File: src/design/ashs_pkg.sv
// Package: sizes, register indexes, controller states, command types and constant tables.
`timescale 1ns / 1ps
`default_nettype none
package ashs_pkg;

  localparam int MAX_HARM   = 64;
  localparam int H_W        = $clog2(MAX_HARM);
  localparam int SINE_DEPTH = 1024;
  localparam int SINE_IW    = $clog2(SINE_DEPTH);
  localparam int SINE_AW    = SINE_IW + 1;
  localparam logic [63:0] HALF_PI_Q30 = 64'd1686629713;

  typedef enum logic [2:0] {
    REG_PHASE_STEP   = 3'd0,
    REG_HARM_LIMIT   = 3'd1,
    REG_PARTIAL_RATIO = 3'd2,
    REG_VOLUME_GAIN  = 3'd3,
    REG_SAMPLE_TOTAL = 3'd4
  } reg_idx_t;

  typedef enum logic [2:0] {
    ST_IDLE,
    ST_READ,
    ST_CALC,
    ST_WRITE,
    ST_DRAIN1,
    ST_DRAIN2,
    ST_OUT
  } state_t;

  typedef struct packed {
    logic start;
    logic rd;
    logic calc;
    logic wr;
    logic emit;
  } cmd_t;

  typedef struct packed {
    logic last_h;
    logic out_free;
  } sts_t;

  typedef logic [14:0] sine_rom_t [0:SINE_DEPTH];
  typedef logic [14:0] amp_rom_t  [0:MAX_HARM-1];

  // Quarter-wave sine in Q1.15, integer Taylor series, rounded.
  function automatic sine_rom_t build_sine();
    sine_rom_t rom;
    logic [63:0] x;
    logic [63:0] x2;
    logic [63:0] t;
    logic [63:0] q;
    logic signed [63:0] sum;
    for (int i = 0; i <= SINE_DEPTH; i++) begin
      x   = (HALF_PI_Q30 * 64'(i)) >> SINE_IW;
      x2  = (x * x) >> 30;
      sum = $signed(x);
      t = ((x * x2) >> 30) / 64'd6;    sum = sum - $signed(t);
      t = ((t * x2) >> 30) / 64'd20;   sum = sum + $signed(t);
      t = ((t * x2) >> 30) / 64'd42;   sum = sum - $signed(t);
      t = ((t * x2) >> 30) / 64'd72;   sum = sum + $signed(t);
      t = ((t * x2) >> 30) / 64'd110;  sum = sum - $signed(t);
      t = ((t * x2) >> 30) / 64'd156;  sum = sum + $signed(t);
      t = ((t * x2) >> 30) / 64'd210;  sum = sum - $signed(t);
      if (sum < 0) begin
        q = 64'd0;
      end else begin
        q = (64'(sum) + 64'd16384) >> 15;
      end
      if (q > 64'd32767) begin
        q = 64'd32767;
      end
      rom[i] = q[14:0];
    end
    return rom;
  endfunction

  // Harmonic amplitude trunc(32767/h) by restoring long division; entry zero unused.
  function automatic amp_rom_t build_amp();
    amp_rom_t rom;
    logic [14:0] q;
    logic [29:0] r;
    rom[0] = 15'd0;
    for (int i = 1; i < MAX_HARM; i++) begin
      r = 30'd32767;
      q = '0;
      for (int b = 14; b >= 0; b--) begin
        if (r >= (30'(i) << b)) begin
          r    = r - (30'(i) << b);
          q[b] = 1'b1;
        end
      end
      rom[i] = q;
    end
    return rom;
  endfunction

  localparam sine_rom_t SINE_ROM = build_sine();
  localparam amp_rom_t  AMP_ROM  = build_amp();

endpackage
`default_nettype wire

File: src/design/ashs_ctrl.sv
// Controller: sequences the harmonic loop for one sample.
`timescale 1ns / 1ps
`default_nettype none
module ashs_ctrl import ashs_pkg::*; (
  input  wire logic clk,
  input  wire logic rst_n,
  input  wire logic in_valid,
  output logic      in_ready,
  input  wire sts_t sts,
  output cmd_t      cmd
);
  state_t state_r, state_nxt;

  always_ff @(posedge clk) begin
    if (!rst_n) begin
      state_r <= ST_IDLE;
    end else begin
      state_r <= state_nxt;
    end
  end

  always_comb begin
    state_nxt = state_r;
    case (state_r)
      ST_IDLE:   if (in_valid) state_nxt = ST_READ;
      ST_READ:   state_nxt = ST_CALC;
      ST_CALC:   state_nxt = ST_WRITE;
      ST_WRITE:  state_nxt = sts.last_h ? ST_DRAIN1 : ST_READ;
      ST_DRAIN1: state_nxt = ST_DRAIN2;
      ST_DRAIN2: state_nxt = ST_OUT;
      ST_OUT:    if (sts.out_free) state_nxt = ST_IDLE;
      default:   state_nxt = ST_IDLE;
    endcase
  end

  always_comb begin
    in_ready  = (state_r == ST_IDLE);
    cmd       = '0;
    cmd.start = (state_r == ST_IDLE) && in_valid;
    cmd.rd    = (state_r == ST_READ);
    cmd.calc  = (state_r == ST_CALC);
    cmd.wr    = (state_r == ST_WRITE);
    cmd.emit  = (state_r == ST_OUT) && sts.out_free;
  end
endmodule
`default_nettype wire

File: config.mk
export PLATFORM = sky130hd
export DESIGN_NAME = ashs_ctrl
export DESIGN_NICKNAME = d
export VERILOG_FILES = /design/src/design/ashs_pkg.sv /design/src/design/ashs_ctrl.sv
export SDC_FILE = /design/constraint.sdc
export NUM_CORES = 1
export LEC_CHECK = 0
export ABC_AREA = 0
export BUFFER_PORTS_ARGS = -buffer_cell sky130_fd_sc_hd__buf_2
export CAP_MARGIN = 20
export CORE_AREA = 4 4 41 43
export CTS_CLUSTER_SIZE = 12
export DETAILED_ROUTE_END_ITERATION = 7
export DIE_AREA = 0 0 45 47
export PLACE_DENSITY = 0.38
export SLEW_MARGIN = 20
export SYNTH_ARGS = -nofsm -noshare
export SYNTH_HDL_FRONTEND = slang
export SYNTH_SLANG_ARGS = --single-unit
File: constraint.sdc
create_clock -name clk -period 0.9 [get_ports clk]
set_clock_uncertainty 0.05 [all_clocks]
set_input_delay 0.045 -clock clk [delete_from_list [all_inputs] [get_ports clk]]
set_output_delay 0.045 -clock clk [all_outputs]
set_load 0.005 [all_outputs]
## Word-level counts from Yosys, hierarchy flattened

Cells that the tools add are included.

| word-level totals | value |
|---|---|
| input port bits | 5 |
| output and inout bits | 6 |
| register bits | 3 |
| word-level logic and storage cells | 17 |

| cells by class | value |
|---|---|
| equal/unequal tests | 8 |
| reductions and logical operators | 4 |
| mux-type cells | 4 |

Operators by type and width:

| operator | number |
|---|---|
| one-hot mux 3 bit (7 select lines) | 1 |
| == test 3 bit (second input constant) | 3 |
| 2-to-1 mux 3 bit | 3 |
| == test 3 x 2 -> 1 bit (second input constant) | 2 |
| inequality test 2 bit (second input constant) | 2 |
| == test 3 x 1 -> 1 bit (second input constant) | 1 |
| zero test 3 bit | 1 |
| logical AND 1 bit | 2 |
| AND reduction 2 bit | 1 |

## Longest topological paths before layout

| logic depth | value |
|---|---|
| word-level depth | 3 |
| gate-level depth with buffers | 4 |
| gate-level depth less buffers | 3 |

## Least setup slack after synthesis

Ideal clock, no wire load.

| timing | value |
|---|---|
| path kind | register to register |
| start point | reg state_r[2] |
| end point | reg state_r[0] |
| clock period less this slack | 0.986 ns |
| setup time | 0.116 ns |
| stages on the path, launching flop included | 5 |
| path slack | -0.086 ns |
| arrival | 0.820 ns |
| required time | 0.734 ns |
| path buffers | 1 |
| path through | dfxtp_1 > clkbuf_2 > nor3_1 > a21oi_1 > and3_1 |

| between the ends | value |
|---|---|
| longest elaborated chain between the ends | 3 |
| elaborated cells between the ends (all ways) | 11 |
| those cells by class | eq/ne: 8; mux: 1; reduce/logical: 2 |

RTL lines:

| element | line | source |
|---|---|---|
| from (decl) | ashs_ctrl.sv:12 | `state_t state_r, state_nxt;` |
| from (signal assigned) | ashs_ctrl.sv:18 | `state_r <= state_nxt;` |
| == test 3 bit / zero test 3 bit (equally long branches) | ashs_ctrl.sv:24 | `case (state_r)` |
| inequality test 2 bit (no line) | - |  |
| AND reduction 2 bit (no line) | - |  |

Several ways; a longest one is shown, not always the timed one.
A chain may end at the register's enable or synchronous reset.

==> results.md <==
| Step | Result | Reported |
|---|---|---|
| hold path | Min-delay worst type | primary input to flop |
| logic synthesis | Synthesized instance count | 22 |
| run status | Status | complete, but fails checks |
| clocking | Total number of clock tree sinks | 3 |
| clocking | CTS tree | yes |
| power | Pwr Total | 0.518 mW |
| logic synthesis | Post-Synthesis Mean Instance Area | 8.19 um2 |
| sta | Max Slew Vio Count | 0 |
| route | Total length of routed wires | 518 um |
| power | Net Sw Frac | 0.260 |
| cells and area | Share of post-route cells with drive strength above 1 | 0.718 |
| clocking | Worst-path clk slew | 0.04 ns |
| cells and area | Register ranked first by flip-flop count | state_r |
| sta | Measured slew at the worst slew-check pin | 0.142 ns |
| hold path | Hold wc startpoint | rst_n |
| cells and area | Max FFs per register | 3 |
| cells and area | Post-layout instance area | 360 um2 |
| route | Number of remaining DRC errors | 0 |
| logic synthesis | Synthesized-area fraction occupied by xor and xnor cells | 0 |
| cells and area | Final layout net count | 45 |
| sta | Max_slew headroom | 0.905 |
| power | Portion of total power attributed to sequential cells | 0.314 |
| worst setup path | Crit path capture type | output pin |
| run status | Failing checks | negative setup slack |
| cells and area | Total area of sequential cells | 71.3 um2 |
| power | Internal power | 0.383 mW |
| sta | Unrepaired setup endpoints after global routing | yes |
| worst setup path | Data arrival at the endpoint of the critical path | 1.00 ns |
| die | Number of core rows | 13 |
| hold path | End point of the worst hold path | state_r[2] |
| die | Die span in x | 45 um |
| logic synthesis | Mux share of post-synthesis cell area | 0 |
| logic synthesis | Share of synthesized cell area in full adder, half adder and majority cells | 0 |
| cells and area | Number of fill cells in the layout | 155 |
| cells and area | Biggest regs | state_r x3 |
| route | Iteration-0 DRC count of the detailed router | 0 |
| sta | Smallest hold slack | 0.0432 ns |
| route | Vias/cell | 4.07 |
| die | Effective utilization at floorplan | 0.138 |
| global route | Pin count of the biggest net entering global routing | 9 |
| route | Router iterations before antenna repair | 1 |
| worst setup path | Cell depth of the worst flop-to-flop path | 4 |
| global route | Global route overflow | 0 |
| route | Remaining antenna violation count | 0 |
| power | Logic pwr share | 0.245 |
| logic synthesis | Sequential area share after synthesis | 0.333 |
| cells and area | Antenna Diode Count | 0 |
| sta | Count of endpoints failing hold in the final timing report | 0 |
| route | Routed wire length per instance | 9.59 um |
| worst setup path | Worst reg-to-reg setup slack | -0.11 ns |
| power | Leak pwr | 0.160 nW |
| place | Worst setup slack before clock tree synthesis | -0.0829 ns |
| clocking | Clock insertion delay at the later pin of the skew report | 0.23 ns |
| sta | Worst Setup Slack, final | -0.196 ns |
| clocking | Maximum clock path buffer count | 2 |
| die | Area of the die | 0.00212 mm2 |
| global route | Overall track demand over capacity in global routing | 0.0607 |
| global route | Initial antenna violation count | 0 |
| worst setup path | RR Startpoint | state_r[1] |
| place | Buffers added on ports | 10 |
| worst setup path | Worst Path Required | 0.81 ns |
| sta | Final period util | 1.22 |
| place | Gp weighted congestion | 0.728 |
| logic synthesis | Synth Area in Compound Gates | 0.174 |
| route | Overall via count from detail_route | 220 |
| logic synthesis | Syn_nets | 27 |
| place | HPWL after detailed placement | 393 um |
| power | Portion of total power attributed to the clock network | 0.441 |
| logic synthesis | Total of warnings raised by yosys | 0 |
| worst setup path | Startpoint type of the worst setup path | flop |
| hold path | Count of cells along the worst hold path | 2 |
| sta | Fin Setup TNS | -1.12 ns |
| worst setup path | Destination of the worst register-to-register timing path | state_r[0] |
| die | Die Y-Extent | 47 um |
| cells and area | Area of the multi-input gates | 148 um2 |
| sta | Number of setup violations in the final report | 8 |
| clocking | CTS Buf Count | 3 |
| die | Placeable core region | 0.00130 mm2 |
| global route | Wire length of the first global-routing pass | 910 um |
| logic synthesis | Synthesized-area fraction occupied by and/or/nand/nor cells | 0.444 |
| power | Worst ir drop on vdd | 601 uV |
| logic synthesis | Largest family of logic cells by synthesized area | simple AND/OR/NAND/NOR gates |
| logic synthesis | Number of different library cells in the post-synthesis netlist | 15 |
| global route | Vias in the first global route | 226 |
| worst setup path | Critical path class | flop to output pin |
| die | I/O pin total | 11 |
| power | Switching power summed over all nets | 0.135 mW |
| clocking | Root buf cell | sky130_fd_sc_hd__clkbuf_4 |
| worst setup path | Worst Path Max Fanout | 6 |
| power | Total power density per cell area | 1440 mW/mm2 |
| clocking | H-tree level count | 1 |
| sta | Highest Clock Rate | 0.912 GHz |
| logic synthesis | Synthesized flop and latch total | 3 |
| place | Placed instance area | 259 um2 |
| logic synthesis | Syn Std Cell Area | 180 um2 |
| sta | Min Clock Period, post-route | 1.10 ns |
| run | Max cap viols | 0 |
| cells and area | Area grow syn2layout | 100% |
-- cell type report --
cell class | instances | share of cell area
multi-input combinational | 17 | 0.410
tap | 15 | 0.0521
timing repair buffer | 14 | 0.250
clock buffer | 4 | 0.0729
inverter | 1 | 0.0174
sequential | 3 | 0.198
-- kinds of logic after synthesis --
group                  count (synthesis)
AOI/OAI and AO/OA                      5
buffers and inverters                  2
DFF                                    3
and+or+nand+nor                       12
-- timing repair --
| action | CTS | global route |
|---|---|---|
| resized for setup | 11 | 4 |
| endpoints found under the hold margin | 1 | 0 |
| buffers inserted | 2 | 0 |
| hold buffers | 1 | 0 |
| setup endpoints to repair | 9 | 9 |
| pin swaps | 5 | 1 |
-- power by group through the flow --
stage / registers (mW) / logic, mW / clock network, mW
finish: 0.162 / 0.127 / 0.228
global route: 0.165 / 0.140 / 0.256
CTS: 0.159 / 0.124 / 0.242
detailed placement: 0.164 / 0.0915 / 0
global placement: 0.164 / 0.0920 / 0
floorplan: 0.160 / 0.0504 / 0
-- worst max-delay path: stages, from the launching register on --
cell and delay [ns]:
sky130_fd_sc_hd__dfxtp_4 0.36, sky130_fd_sc_hd__nor3_2 0.18, sky130_fd_sc_hd__and2_1 0.13, sky130_fd_sc_hd__buf_2 0.10
-- cell usage after synthesis --
master,n,area [um2]
sky130_fd_sc_hd__clkbuf_2,1,5.00
sky130_fd_sc_hd__o21ai_0,1,5.00
sky130_fd_sc_hd__a21boi_0,1,7.51
sky130_fd_sc_hd__inv_2,1,3.75
sky130_fd_sc_hd__a21oi_1,1,5.00
sky130_fd_sc_hd__a31o_1,1,8.76
sky130_fd_sc_hd__nor3b_1,1,7.51
sky130_fd_sc_hd__nor3_1,4,20.0
sky130_fd_sc_hd__nor3b_4,1,18.8
sky130_fd_sc_hd__o21ai_1,1,5.00
sky130_fd_sc_hd__nand2_1,2,7.51
sky130_fd_sc_hd__dfxtp_1,3,60.1
sky130_fd_sc_hd__and3_1,2,12.5
sky130_fd_sc_hd__nand3b_1,1,7.51
sky130_fd_sc_hd__and2_1,1,6.26
-- cell usage in the layout (no fill, tap or decap) --
cell,count
sky130_fd_sc_hd__a21boi_1,1
sky130_fd_sc_hd__clkbuf_1,1
sky130_fd_sc_hd__o21ai_2,1
sky130_fd_sc_hd__dlygate4sd3_1,1
sky130_fd_sc_hd__buf_6,2
sky130_fd_sc_hd__nor3b_4,1
sky130_fd_sc_hd__nor3b_2,1
sky130_fd_sc_hd__nand2_1,1
sky130_fd_sc_hd__clkbuf_4,3
sky130_fd_sc_hd__buf_4,1
sky130_fd_sc_hd__buf_2,10
sky130_fd_sc_hd__dfxtp_4,3
sky130_fd_sc_hd__a31o_1,1
sky130_fd_sc_hd__nand2_4,1
sky130_fd_sc_hd__and3_1,2
sky130_fd_sc_hd__nor3_2,4
sky130_fd_sc_hd__nand3b_1,1
sky130_fd_sc_hd__and2_1,1
sky130_fd_sc_hd__a21oi_1,1
sky130_fd_sc_hd__inv_4,1
sky130_fd_sc_hd__o21ai_0,1
-- per-stage QoR --
step                      instances  utilization
after floorplan                  22            -
after global placement           47        0.199
after detailed placement         47        0.199
after CTS                        54        0.265
after global routing             54        0.277
final                            54        0.277
-- metal layers --
| layer | wire length (um) | vias up | GRT usage |
|---|---|---|---|
| met5 | 0 | - | 0 |
| li1 | - | 113 | - |
| met1 | 195 | 105 | 0.0543 |
| met2 | 313 | 2 | 0.116 |
| met4 | 0 | 0 | 0.0351 |
| met3 | 9 | 0 | 0.0230 |
-- worst max path at each step --
stage                           from         end  slack, ns
after detailed placement  state_r[1]  state_r[2]      -0.08
after floorplan           state_r[2]      cmd[4]      -0.04
after global routing      state_r[2]      cmd[0]      -0.25
final                     state_r[0]      cmd[4]      -0.20
after global placement    state_r[2]  state_r[0]      -0.07
after CTS                 state_r[0]      cmd[0]      -0.21
Power figures use the tool's default switching activity.
